File: config.mk
export PLATFORM = sky130hd
export DESIGN_NAME = glob_pattern_matcher_core
export DESIGN_NICKNAME = d
export VERILOG_FILES = /design/src/rtl/gpm_pkg.sv /design/src/rtl/gpm_ram.sv /design/src/rtl/glob_pattern_matcher_core.sv
export SDC_FILE = /design/constraint.sdc
export NUM_CORES = 2
export LEC_CHECK = 0
export BUFFER_PORTS_ARGS = -buffer_cell sky130_fd_sc_hd__buf_2
export CORE_MARGIN = 3
export CORE_UTILIZATION = 45
export DETAILED_ROUTE_END_ITERATION = 6
export SLEW_MARGIN = 0
export SYNTH_ARGS = -nofsm -noshare
export SYNTH_HDL_FRONTEND = slang
export SYNTH_HIERARCHICAL = 1
export SYNTH_SLANG_ARGS = --single-unit
File: constraint.sdc
create_clock -name aclk -period 6.15 [get_ports aclk]
set_input_delay 1.5375 -clock aclk [delete_from_list [all_inputs] [get_ports aclk]]
set_output_delay 1.5375 -clock aclk [all_outputs]
set_load 0.05 [all_outputs]
File: src/rtl/gpm_pkg.sv
// Shared types and constants for the glob pattern matcher.
`timescale 1ns / 1ps

package gpm_pkg;

    localparam int PATTERN_DEPTH_DEF = 64;
    localparam int TEXT_DEPTH_DEF    = 256;

    localparam logic [1:0] OP_PAT = 2'd0;
    localparam logic [1:0] OP_TXT = 2'd1;
    localparam logic [1:0] OP_RUN = 2'd2;

    localparam logic [7:0] CH_STAR  = 8'h2A;
    localparam logic [7:0] CH_QUEST = 8'h3F;
    localparam logic [7:0] CH_LBRK  = 8'h5B;
    localparam logic [7:0] CH_RBRK  = 8'h5D;
    localparam logic [7:0] CH_BANG  = 8'h21;
    localparam logic [7:0] CH_CARET = 8'h5E;
    localparam logic [7:0] CH_DASH  = 8'h2D;
    localparam logic [7:0] CH_BSL   = 8'h5C;

    typedef enum logic [3:0] {
        ST_IDLE,
        ST_T_RD,
        ST_T_USE,
        ST_P_USE,
        ST_ESC,
        ST_C_NEG,
        ST_C_HEAD,
        ST_C_ESC,
        ST_C_DASH,
        ST_C_HI,
        ST_C_HESC,
        ST_S_RD,
        ST_S_USE,
        ST_FIN
    } state_t;

endpackage

File: src/rtl/gpm_ram.sv
// Generic single-write, single-read RAM with a registered read port.
`timescale 1ns / 1ps

module gpm_ram #(
    parameter int WIDTH = 8,
    parameter int DEPTH = 64
) (
    input  logic                                 aclk,
    input  logic                                 we,
    input  logic [(DEPTH > 1 ? $clog2(DEPTH) : 1)-1:0] waddr,
    input  logic [WIDTH-1:0]                     wdata,
    input  logic [(DEPTH > 1 ? $clog2(DEPTH) : 1)-1:0] raddr,
    output logic [WIDTH-1:0]                     rdata
);

    logic [WIDTH-1:0] mem [DEPTH];

    always_ff @(posedge aclk) begin
        if (we) begin
            mem[waddr] <= wdata;
        end
        rdata <= mem[raddr];
    end

endmodule

File: src/rtl/glob_pattern_matcher_core.sv
// Top level of the glob pattern matcher: byte stores, match sequencer and stream ports.
`timescale 1ns / 1ps

// The block takes requests on the s_ stream: operation 0 appends a pattern byte,
// operation 1 appends a text byte and operation 2 runs the match. Zero bytes and
// operation 3 are dropped. Appends are taken every cycle while no run is in progress,
// also while a result still waits on the m_ side.
// A run request yields one result on the m_ stream: whether the whole text matches
// the shell-style pattern, and whether either store ran out of room. Both stores
// are then emptied. A run with the overflow flag set skips the walk and goes
// straight to the finish state, which registers the result.
// Otherwise the sequencer walks the two stores through their single read ports,
// one byte read at a time through the registered read port, stepping through the
// pattern bytes visited and backtracking after a star.
// While a run is in progress s_tready is low. A further run request waits until
// the previous result has been taken; appends do not.
// After reset both stores are empty and the overflow flag is clear; the stored
// bytes are not cleared, as only bytes below the fill counts are ever read.
// A stalled receiver simply holds the result in the output register.

module glob_pattern_matcher_core #(
    parameter int PATTERN_DEPTH = gpm_pkg::PATTERN_DEPTH_DEF,
    parameter int TEXT_DEPTH    = gpm_pkg::TEXT_DEPTH_DEF
) (
    input  logic        aclk,
    input  logic        aresetn,
    input  logic        s_tvalid,
    output logic        s_tready,
    input  logic [15:0] s_tdata,   // operation [1:0], char_byte [9:2], zeros above
    output logic        m_tvalid,
    input  logic        m_tready,
    output logic [7:0]  m_tdata    // matched [0], overflowed [1], zeros above
);

    localparam int PLW = $clog2(PATTERN_DEPTH + 1);
    localparam int TLW = $clog2(TEXT_DEPTH + 1);
    localparam int PPW = PLW + 2;
    localparam int PAW = (PATTERN_DEPTH > 1) ? $clog2(PATTERN_DEPTH) : 1;
    localparam int TAW = (TEXT_DEPTH > 1) ? $clog2(TEXT_DEPTH) : 1;

    gpm_pkg::state_t state_reg, state_next;

    logic [PLW-1:0] plen_reg, plen_next;
    logic [TLW-1:0] tlen_reg, tlen_next;
    logic           ovf_reg, ovf_next;
    logic [PPW-1:0] p_reg, p_next, sp_reg, sp_next, q_reg, q_next;
    logic [TLW-1:0] s_reg, s_next, ss_reg, ss_next;
    logic           star_reg, star_next;
    logic [7:0]     c_reg, c_next, lo_reg, lo_next;
    logic           neg_reg, neg_next, hit_reg, hit_next, first_reg, first_next;
    logic           match_reg, match_next;
    logic           pvld_reg, tvld_reg;
    logic           m_tvalid_reg, m_tvalid_next;
    logic [1:0]     m_res_reg, m_res_next;

    logic [1:0]     op;
    logic [7:0]     byte_in;
    logic           accept;
    logic [PPW-1:0] pa;
    logic [TLW-1:0] ta;
    logic [7:0]     p_q, t_q, pb, tb;
    logic           pwe, twe;

    // Decision of one pattern step against the current text byte.
    logic           step_done, step_adv;
    logic [PPW-1:0] step_p;
    logic           cls_exit;

    assign op       = s_tdata[1:0];
    assign byte_in  = s_tdata[9:2];
    assign s_tready = (state_reg == gpm_pkg::ST_IDLE) && !(m_tvalid_reg && op == gpm_pkg::OP_RUN);
    assign accept   = s_tvalid && s_tready;
    assign m_tvalid = m_tvalid_reg;
    assign m_tdata  = {6'd0, m_res_reg};

    // Past the fill count a store reads as zero.
    assign pb = pvld_reg ? p_q : 8'h00;
    assign tb = tvld_reg ? t_q : 8'h00;

    assign pwe = accept && op == gpm_pkg::OP_PAT && byte_in != 8'h00
                 && plen_reg < PLW'(PATTERN_DEPTH);
    assign twe = accept && op == gpm_pkg::OP_TXT && byte_in != 8'h00
                 && tlen_reg < TLW'(TEXT_DEPTH);

    gpm_ram #(.WIDTH(8), .DEPTH(PATTERN_DEPTH)) u_pat_ram (
        .aclk  (aclk),
        .we    (pwe),
        .waddr (plen_reg[PAW-1:0]),
        .wdata (byte_in),
        .raddr (pa[PAW-1:0]),
        .rdata (p_q)
    );

    gpm_ram #(.WIDTH(8), .DEPTH(TEXT_DEPTH)) u_txt_ram (
        .aclk  (aclk),
        .we    (twe),
        .waddr (tlen_reg[TAW-1:0]),
        .wdata (byte_in),
        .raddr (ta[TAW-1:0]),
        .rdata (t_q)
    );

    // A class ends at the end of the pattern or at a closing bracket that is not first.
    assign cls_exit = (pb == 8'h00) || (pb == gpm_pkg::CH_RBRK && !first_reg);

    always_comb begin
        step_done = 1'b0;
        step_adv  = 1'b0;
        step_p    = p_reg;
        case (state_reg)
            gpm_pkg::ST_P_USE: begin
                if (pb == gpm_pkg::CH_QUEST) begin
                    step_done = 1'b1;
                    step_adv  = 1'b1;
                    step_p    = p_reg + PPW'(1);
                end else if (pb != gpm_pkg::CH_STAR && pb != gpm_pkg::CH_LBRK
                             && pb != gpm_pkg::CH_BSL) begin
                    step_done = 1'b1;
                    step_adv  = (pb != 8'h00) && (pb == c_reg);
                    step_p    = p_reg + PPW'(1);
                end
            end
            gpm_pkg::ST_ESC: begin
                // A lone trailing backslash is an ordinary literal.
                step_done = 1'b1;
                if (pb != 8'h00) begin
                    step_adv = (pb == c_reg);
                    step_p   = p_reg + PPW'(2);
                end else begin
                    step_adv = (c_reg == gpm_pkg::CH_BSL);
                    step_p   = p_reg + PPW'(1);
                end
            end
            gpm_pkg::ST_C_HEAD: begin
                if (cls_exit) begin
                    step_done = 1'b1;
                    if (pb == gpm_pkg::CH_RBRK) begin
                        step_adv = neg_reg ^ hit_reg;
                        step_p   = q_reg + PPW'(1);
                    end else begin
                        // Unterminated class: the bracket is a literal.
                        step_adv = (c_reg == gpm_pkg::CH_LBRK);
                        step_p   = p_reg + PPW'(1);
                    end
                end
            end
            default: begin
            end
        endcase
    end

    // Next state.
    always_comb begin
        state_next = state_reg;
        case (state_reg)
            gpm_pkg::ST_IDLE: begin
                if (accept && op == gpm_pkg::OP_RUN) begin
                    state_next = ovf_reg ? gpm_pkg::ST_FIN : gpm_pkg::ST_T_RD;
                end
            end
            gpm_pkg::ST_T_RD:  state_next = gpm_pkg::ST_T_USE;
            gpm_pkg::ST_T_USE: state_next = (tb == 8'h00) ? gpm_pkg::ST_S_RD
                                                           : gpm_pkg::ST_P_USE;
            gpm_pkg::ST_P_USE: begin
                if (pb == gpm_pkg::CH_STAR) begin
                    state_next = gpm_pkg::ST_T_RD;
                end else if (pb == gpm_pkg::CH_LBRK) begin
                    state_next = gpm_pkg::ST_C_NEG;
                end else if (pb == gpm_pkg::CH_BSL) begin
                    state_next = gpm_pkg::ST_ESC;
                end else begin
                    state_next = (step_adv || star_reg) ? gpm_pkg::ST_T_RD : gpm_pkg::ST_FIN;
                end
            end
            gpm_pkg::ST_ESC: begin
                state_next = (step_adv || star_reg) ? gpm_pkg::ST_T_RD : gpm_pkg::ST_FIN;
            end
            gpm_pkg::ST_C_NEG: state_next = gpm_pkg::ST_C_HEAD;
            gpm_pkg::ST_C_HEAD: begin
                if (cls_exit) begin
                    state_next = (step_adv || star_reg) ? gpm_pkg::ST_T_RD : gpm_pkg::ST_FIN;
                end else if (pb == gpm_pkg::CH_BSL) begin
                    state_next = gpm_pkg::ST_C_ESC;
                end else begin
                    state_next = gpm_pkg::ST_C_DASH;
                end
            end
            gpm_pkg::ST_C_ESC:  state_next = gpm_pkg::ST_C_DASH;
            gpm_pkg::ST_C_DASH: state_next = (pb == gpm_pkg::CH_DASH) ? gpm_pkg::ST_C_HI
                                                                       : gpm_pkg::ST_C_HEAD;
            gpm_pkg::ST_C_HI: begin
                if (pb != 8'h00 && pb != gpm_pkg::CH_RBRK && pb == gpm_pkg::CH_BSL) begin
                    state_next = gpm_pkg::ST_C_HESC;
                end else begin
                    state_next = gpm_pkg::ST_C_HEAD;
                end
            end
            gpm_pkg::ST_C_HESC: state_next = gpm_pkg::ST_C_HEAD;
            gpm_pkg::ST_S_RD:   state_next = gpm_pkg::ST_S_USE;
            gpm_pkg::ST_S_USE:  state_next = (pb == gpm_pkg::CH_STAR) ? gpm_pkg::ST_S_USE
                                                                       : gpm_pkg::ST_FIN;
            gpm_pkg::ST_FIN:    state_next = gpm_pkg::ST_IDLE;
            default:            state_next = gpm_pkg::ST_IDLE;
        endcase
    end

    // Datapath registers and read addresses.
    always_comb begin
        logic [7:0] hi_v;
        hi_v          = 8'h00;
        plen_next     = plen_reg;
        tlen_next     = tlen_reg;
        ovf_next      = ovf_reg;
        p_next        = p_reg;
        sp_next       = sp_reg;
        q_next        = q_reg;
        s_next        = s_reg;
        ss_next       = ss_reg;
        star_next     = star_reg;
        c_next        = c_reg;
        lo_next       = lo_reg;
        neg_next      = neg_reg;
        hit_next      = hit_reg;
        first_next    = first_reg;
        match_next    = match_reg;
        m_tvalid_next = m_tvalid_reg && !m_tready;
        m_res_next    = m_res_reg;
        pa            = p_reg;
        ta            = s_reg;

        case (state_reg)
            gpm_pkg::ST_IDLE: begin
                if (pwe) begin
                    plen_next = plen_reg + PLW'(1);
                end
                if (twe) begin
                    tlen_next = tlen_reg + TLW'(1);
                end
                if (accept && byte_in != 8'h00 && !pwe && !twe
                    && (op == gpm_pkg::OP_PAT || op == gpm_pkg::OP_TXT)) begin
                    ovf_next = 1'b1;
                end
                if (accept && op == gpm_pkg::OP_RUN) begin
                    p_next     = '0;
                    s_next     = '0;
                    ss_next    = '0;
                    sp_next    = '0;
                    star_next  = 1'b0;
                    match_next = 1'b0;
                end
            end
            gpm_pkg::ST_T_USE: begin
                c_next = tb;
                pa     = p_reg;
            end
            gpm_pkg::ST_P_USE: begin
                if (pb == gpm_pkg::CH_STAR) begin
                    p_next    = p_reg + PPW'(1);
                    sp_next   = p_reg + PPW'(1);
                    ss_next   = s_reg;
                    star_next = 1'b1;
                end else if (pb == gpm_pkg::CH_LBRK) begin
                    q_next = p_reg + PPW'(1);
                    pa     = p_reg + PPW'(1);
                end else if (pb == gpm_pkg::CH_BSL) begin
                    pa = p_reg + PPW'(1);
                end
            end
            gpm_pkg::ST_C_NEG: begin
                hit_next   = 1'b0;
                first_next = 1'b1;
                if (pb == gpm_pkg::CH_BANG || pb == gpm_pkg::CH_CARET) begin
                    neg_next = 1'b1;
                    q_next   = q_reg + PPW'(1);
                    pa       = q_reg + PPW'(1);
                end else begin
                    neg_next = 1'b0;
                    pa       = q_reg;
                end
            end
            gpm_pkg::ST_C_HEAD: begin
                if (!cls_exit) begin
                    first_next = 1'b0;
                    if (pb == gpm_pkg::CH_BSL) begin
                        pa = q_reg + PPW'(1);
                    end else begin
                        lo_next = pb;
                        q_next  = q_reg + PPW'(1);
                        pa      = q_reg + PPW'(1);
                    end
                end
            end
            gpm_pkg::ST_C_ESC: begin
                if (pb != 8'h00) begin
                    lo_next = pb;
                    q_next  = q_reg + PPW'(2);
                    pa      = q_reg + PPW'(2);
                end else begin
                    lo_next = gpm_pkg::CH_BSL;
                    q_next  = q_reg + PPW'(1);
                    pa      = q_reg + PPW'(1);
                end
            end
            gpm_pkg::ST_C_DASH: begin
                if (pb == gpm_pkg::CH_DASH) begin
                    pa = q_reg + PPW'(1);
                end else begin
                    if (c_reg == lo_reg) begin
                        hit_next = 1'b1;
                    end
                    pa = q_reg;
                end
            end
            gpm_pkg::ST_C_HI: begin
                if (pb != 8'h00 && pb != gpm_pkg::CH_RBRK) begin
                    if (pb == gpm_pkg::CH_BSL) begin
                        pa = q_reg + PPW'(2);
                    end else begin
                        hi_v   = pb;
                        q_next = q_reg + PPW'(2);
                        pa     = q_reg + PPW'(2);
                        if (c_reg >= lo_reg && c_reg <= hi_v) begin
                            hit_next = 1'b1;
                        end
                    end
                end else begin
                    // A dash before the end or a bracket is a plain member.
                    if (c_reg == lo_reg) begin
                        hit_next = 1'b1;
                    end
                    pa = q_reg;
                end
            end
            gpm_pkg::ST_C_HESC: begin
                if (pb != 8'h00) begin
                    hi_v   = pb;
                    q_next = q_reg + PPW'(3);
                    pa     = q_reg + PPW'(3);
                end else begin
                    hi_v   = gpm_pkg::CH_BSL;
                    q_next = q_reg + PPW'(2);
                    pa     = q_reg + PPW'(2);
                end
                if (c_reg >= lo_reg && c_reg <= hi_v) begin
                    hit_next = 1'b1;
                end
            end
            gpm_pkg::ST_S_USE: begin
                if (pb == gpm_pkg::CH_STAR) begin
                    p_next = p_reg + PPW'(1);
                    pa     = p_reg + PPW'(1);
                end else begin
                    match_next = (pb == 8'h00);
                end
            end
            gpm_pkg::ST_FIN: begin
                m_tvalid_next = 1'b1;
                m_res_next    = {ovf_reg, match_reg && !ovf_reg};
                plen_next     = '0;
                tlen_next     = '0;
                ovf_next      = 1'b0;
            end
            default: begin
            end
        endcase

        // Outcome of a step: advance, backtrack to the last star, or fail.
        if (step_done) begin
            if (step_adv) begin
                p_next = step_p;
                s_next = s_reg + TLW'(1);
            end else if (star_reg) begin
                p_next  = sp_reg;
                ss_next = ss_reg + TLW'(1);
                s_next  = ss_reg + TLW'(1);
            end else begin
                match_next = 1'b0;
            end
        end
    end

    always_ff @(posedge aclk) begin
        if (!aresetn) begin
            state_reg    <= gpm_pkg::ST_IDLE;
            plen_reg     <= '0;
            tlen_reg     <= '0;
            ovf_reg      <= 1'b0;
            m_tvalid_reg <= 1'b0;
        end else begin
            state_reg    <= state_next;
            plen_reg     <= plen_next;
            tlen_reg     <= tlen_next;
            ovf_reg      <= ovf_next;
            m_tvalid_reg <= m_tvalid_next;
        end
        p_reg     <= p_next;
        sp_reg    <= sp_next;
        q_reg     <= q_next;
        s_reg     <= s_next;
        ss_reg    <= ss_next;
        star_reg  <= star_next;
        c_reg     <= c_next;
        lo_reg    <= lo_next;
        neg_reg   <= neg_next;
        hit_reg   <= hit_next;
        first_reg <= first_next;
        match_reg <= match_next;
        m_res_reg <= m_res_next;
        pvld_reg  <= (pa < PPW'(plen_reg));
        tvld_reg  <= (ta < tlen_reg);
    end

`ifndef SYNTH
    a_ovf_no_match: assert property (@(posedge aclk) disable iff (!aresetn)
        m_tvalid |-> !(m_tdata[0] && m_tdata[1]))
        else $error("match reported together with overflow");

    a_busy_no_ready: assert property (@(posedge aclk) disable iff (!aresetn)
        (state_reg != gpm_pkg::ST_IDLE) |-> !s_tready)
        else $error("request taken during a run");

    a_cleared_on_result: assert property (@(posedge aclk) disable iff (!aresetn)
        $rose(m_tvalid_reg) |-> (plen_reg == '0 && tlen_reg == '0 && !ovf_reg))
        else $error("stores not emptied after a run");

    a_plen_bound: assert property (@(posedge aclk) disable iff (!aresetn)
        plen_reg <= PLW'(PATTERN_DEPTH) && tlen_reg <= TLW'(TEXT_DEPTH))
        else $error("fill count beyond capacity");
`endif

endmodule

==> metrics.cfg <==
[run_status]
outcome=complete, no violations

[final_layout]
n_fill_cell=19100
final_layout_size_suffix_gt1_frac=0.207
syn_to_final_growth_pct=12.2
seq_area_sq_mm=0.0795
regMostFlops=u_txt_ram/mem
postLayoutCellArea_sq_mm=0.121
largestRegisters=u_txt_ram/mem (2048), u_pat_ram/mem (512)
multi_input_area_sq_mm=0.0263
layout_common_cells=edfxtp_1, mux4_2, nor2_1, clkbuf_16, buf_4
largest_reg_flops=2048
layout.nets=6010
layout_commonest_cell=edfxtp_1

[clock_network]
clkSinkCount=2668
ctsHoldBuffers=0
cts_buffer_depth=4
cts_setup_buffers=0
insertion_delay_ns=0.93
cts-resized-gates=0
cts_tree=done
cts_max_level=5
cts_root_buffer=clkbuf_16
clkTransAtPathRegs_ns=0.06
cts_buffers=291

[synthesis]
ys_warn_count=6
ys_ff_latch=2668
synth_cell_types=99
yosys.area_share.simple=0.0454
synth-seq-area-share=0.737
synth_xor_area_frac=0.00422
synth_area_sq_mm=0.108
synth_top_family_by_area=multiplexers
synth_top_cell_area_share=0.726
synth_area_leaders=edfxtp_1, mux4_2, nor2_1
yosys.area.top_type=edfxtp_1
syn_avg_cell_area_sq_um=18.8
synthAdderAreaFrac=0.00554
syn_inst=5740
synth_edf_count=2609
synthMuxAreaShare=0.137
synthFlopType=edfxtp_1
synth-compound-area-share=0.0502
async_flop_share=0

[floorplan]
die_area_sq_mm=0.246
rows=179
start_util=0.453
die_x_microns=496
die_h_microns=496
ioPinCount=30
core_sq_mm=0.238

[worst_hold_path]
hold_path_end=plen_reg[6]
hold_path.class=reg2reg
min_from=plen_reg[6]
holdPathStages=2

[route]
via_count=56800
wl_per_cell_microns=29.4
drt-met1-wl_microns=115000
highest_layer=met5
wl_met2_microns=132000
wirelength_microns=273000
drtIter0Drc=5886
viasPerCell=6.10
ant_nets=0
drtPass1Iterations=6
drc=0
routed-wl-met3_microns=18400

[power_and_ir_drop]
power.density_mw_per_mm2=314
ir_drop_mv=0.260
p_leak_nw=36.9

[critical_path]
cp-startpoint=pvld_reg
ff2ff_path_depth=14
worst_path_largest_cell_delay_ns=0.92
required_ns=6.87
end_kind=register
worst_path_max_delay_cell=dfxtp_1
r2r_end=u_pat_ram/rdata[3]
critPathLaunchType=register
rrSetupSlack_ns=0.83
arrival_ns=6.04
path_cells=nand3_1 > or4_4 > o21ai_4 > o21a_1 > o32ai_1 > a21oi_1 > nand4_1 > buf_4 > buf_4 > or3b_2 > o22ai_1 > nor4_1 > o21ai_0 > nand3_1
critPathKind=reg2reg
reg2reg_from=pvld_reg
critical_path.max_fanout=29

[sta]
relSlewSlack=0.149
rsz0062_at_grt=no
finalSetupTns_ns=0
hold_viol=0
max_clock_freq_ghz=0.188
worst_slew_pin_slew_ns=1.26
drv_slew=0
finClkSkew_ns=0.0738
finalSetupViolCount=0
period_minus_slack_ns=5.32
period_share=0.864

[global_routing]
grt.total_usage=0.221
gr-total-overflow=0
grt_pass1_wl_microns=397000
antenna_found_initial=4
grt_max_degree=176
grt_pass1_vias=56600

[placement]
gp_congestion=0.874
hpwlAfterDp_microns=170000
port_buffers=17
placed_cell_area_sq_mm=0.112

[run]
max-cap-violations=0

[cells in the mapped netlist (all sizes together) (8+ instances only)]
cell type and n:
nand2b 25, dfxtp 59, mux2i 163, edfxtp 2609
a22oi 154, and2 25, nand4 40, o21ai 79
nor2b 49, o221ai 66, nand3b 14, a22o 17
or3 9, nor3 52, nor4 41, clkinv 8
buf 184, o22ai 66, nand3 90, a21o 23
clkbuf 176, nor2 463, o211ai 25, inv 43
and3 22, a2111oi 9, nand2 154, or2 14
a31oi 35, a221oi 24, a211oi 30, ha 47
a211o 8, xnor2 38, xor2 14, mux4 580
a21oi 165
[critical path: cells and delay by family, from the launching register on]
family / cells / cell delay (ns)
simple gates: 6 / 2.33
compound gates: 6 / 1.25
flops: 1 / 0.92
buf+inv: 2 / 0.60
[how the worst max path moves through the flow]
stage,to,cells past startpoint
after global placement,u_pat_ram/rdata[2],13
after CTS,u_pat_ram/rdata[0],13
after floorplan,u_txt_ram/mem[234][0],8
final,u_pat_ram/rdata[3],14
after detailed placement,u_pat_ram/rdata[0],13
after global routing,u_pat_ram/rdata[3],14
[final cells by class]
class / instances / share of cell area
flip-flops and latches: 2668 / 0.657
multi-input cells: 2673 / 0.217
clock buffers: 374 / 0.0648
well taps: 3167 / 0.0327
repair buffers: 258 / 0.0195
clock inverters: 116 / 0.00767
inverters: 51 / 0.00158
diodes: 4 / 0.0000826
[power by group]
group	internal [W]	total [W]	switching [W]	leakage [nW]
logic	0.000624	0.00168	0.00105	8.68
registers	0.0200	0.0201	0.0000818	23.9
clock network	0.00955	0.0163	0.00678	4.29
total	0.0302	0.0381	0.00791	36.9
[through the flow]
step	total power [W]	hold WS [ns]	setup WS [ns]	instances	util
after CTS	0.0384	0.519	0.839	9307	0.508
after global routing	0.0392	0.531	0.547	9309	0.508
final	0.0381	0.528	0.835	9311	0.508
after floorplan	0.0214	0.453	2.03	5752	-
after detailed placement	0.0221	0.505	0.827	8817	0.471
after global placement	0.0221	0.505	0.898	8817	0.471
[cells by family (layout without fill, tap and decap cells)]
group,after synthesis,in the layout
AO/OA/AOI/OAI,776,776
XOR/XNOR,52,52
adder cells (fa/ha/maj),48,48
buffers and inverters,411,799
flip-flops,2668,2668
multiplexers,748,748
other,2,18
AND/OR/NAND/NOR,1035,1035
[per-layer routing]
layer,vias up,track usage
li1,24000,-
met1,30200,0.314
met2,2186,0.354
met3,444,0.0358
met4,2,0.0656
met5,-,0
No activity file was read; power rests on OpenSTA's default activity.
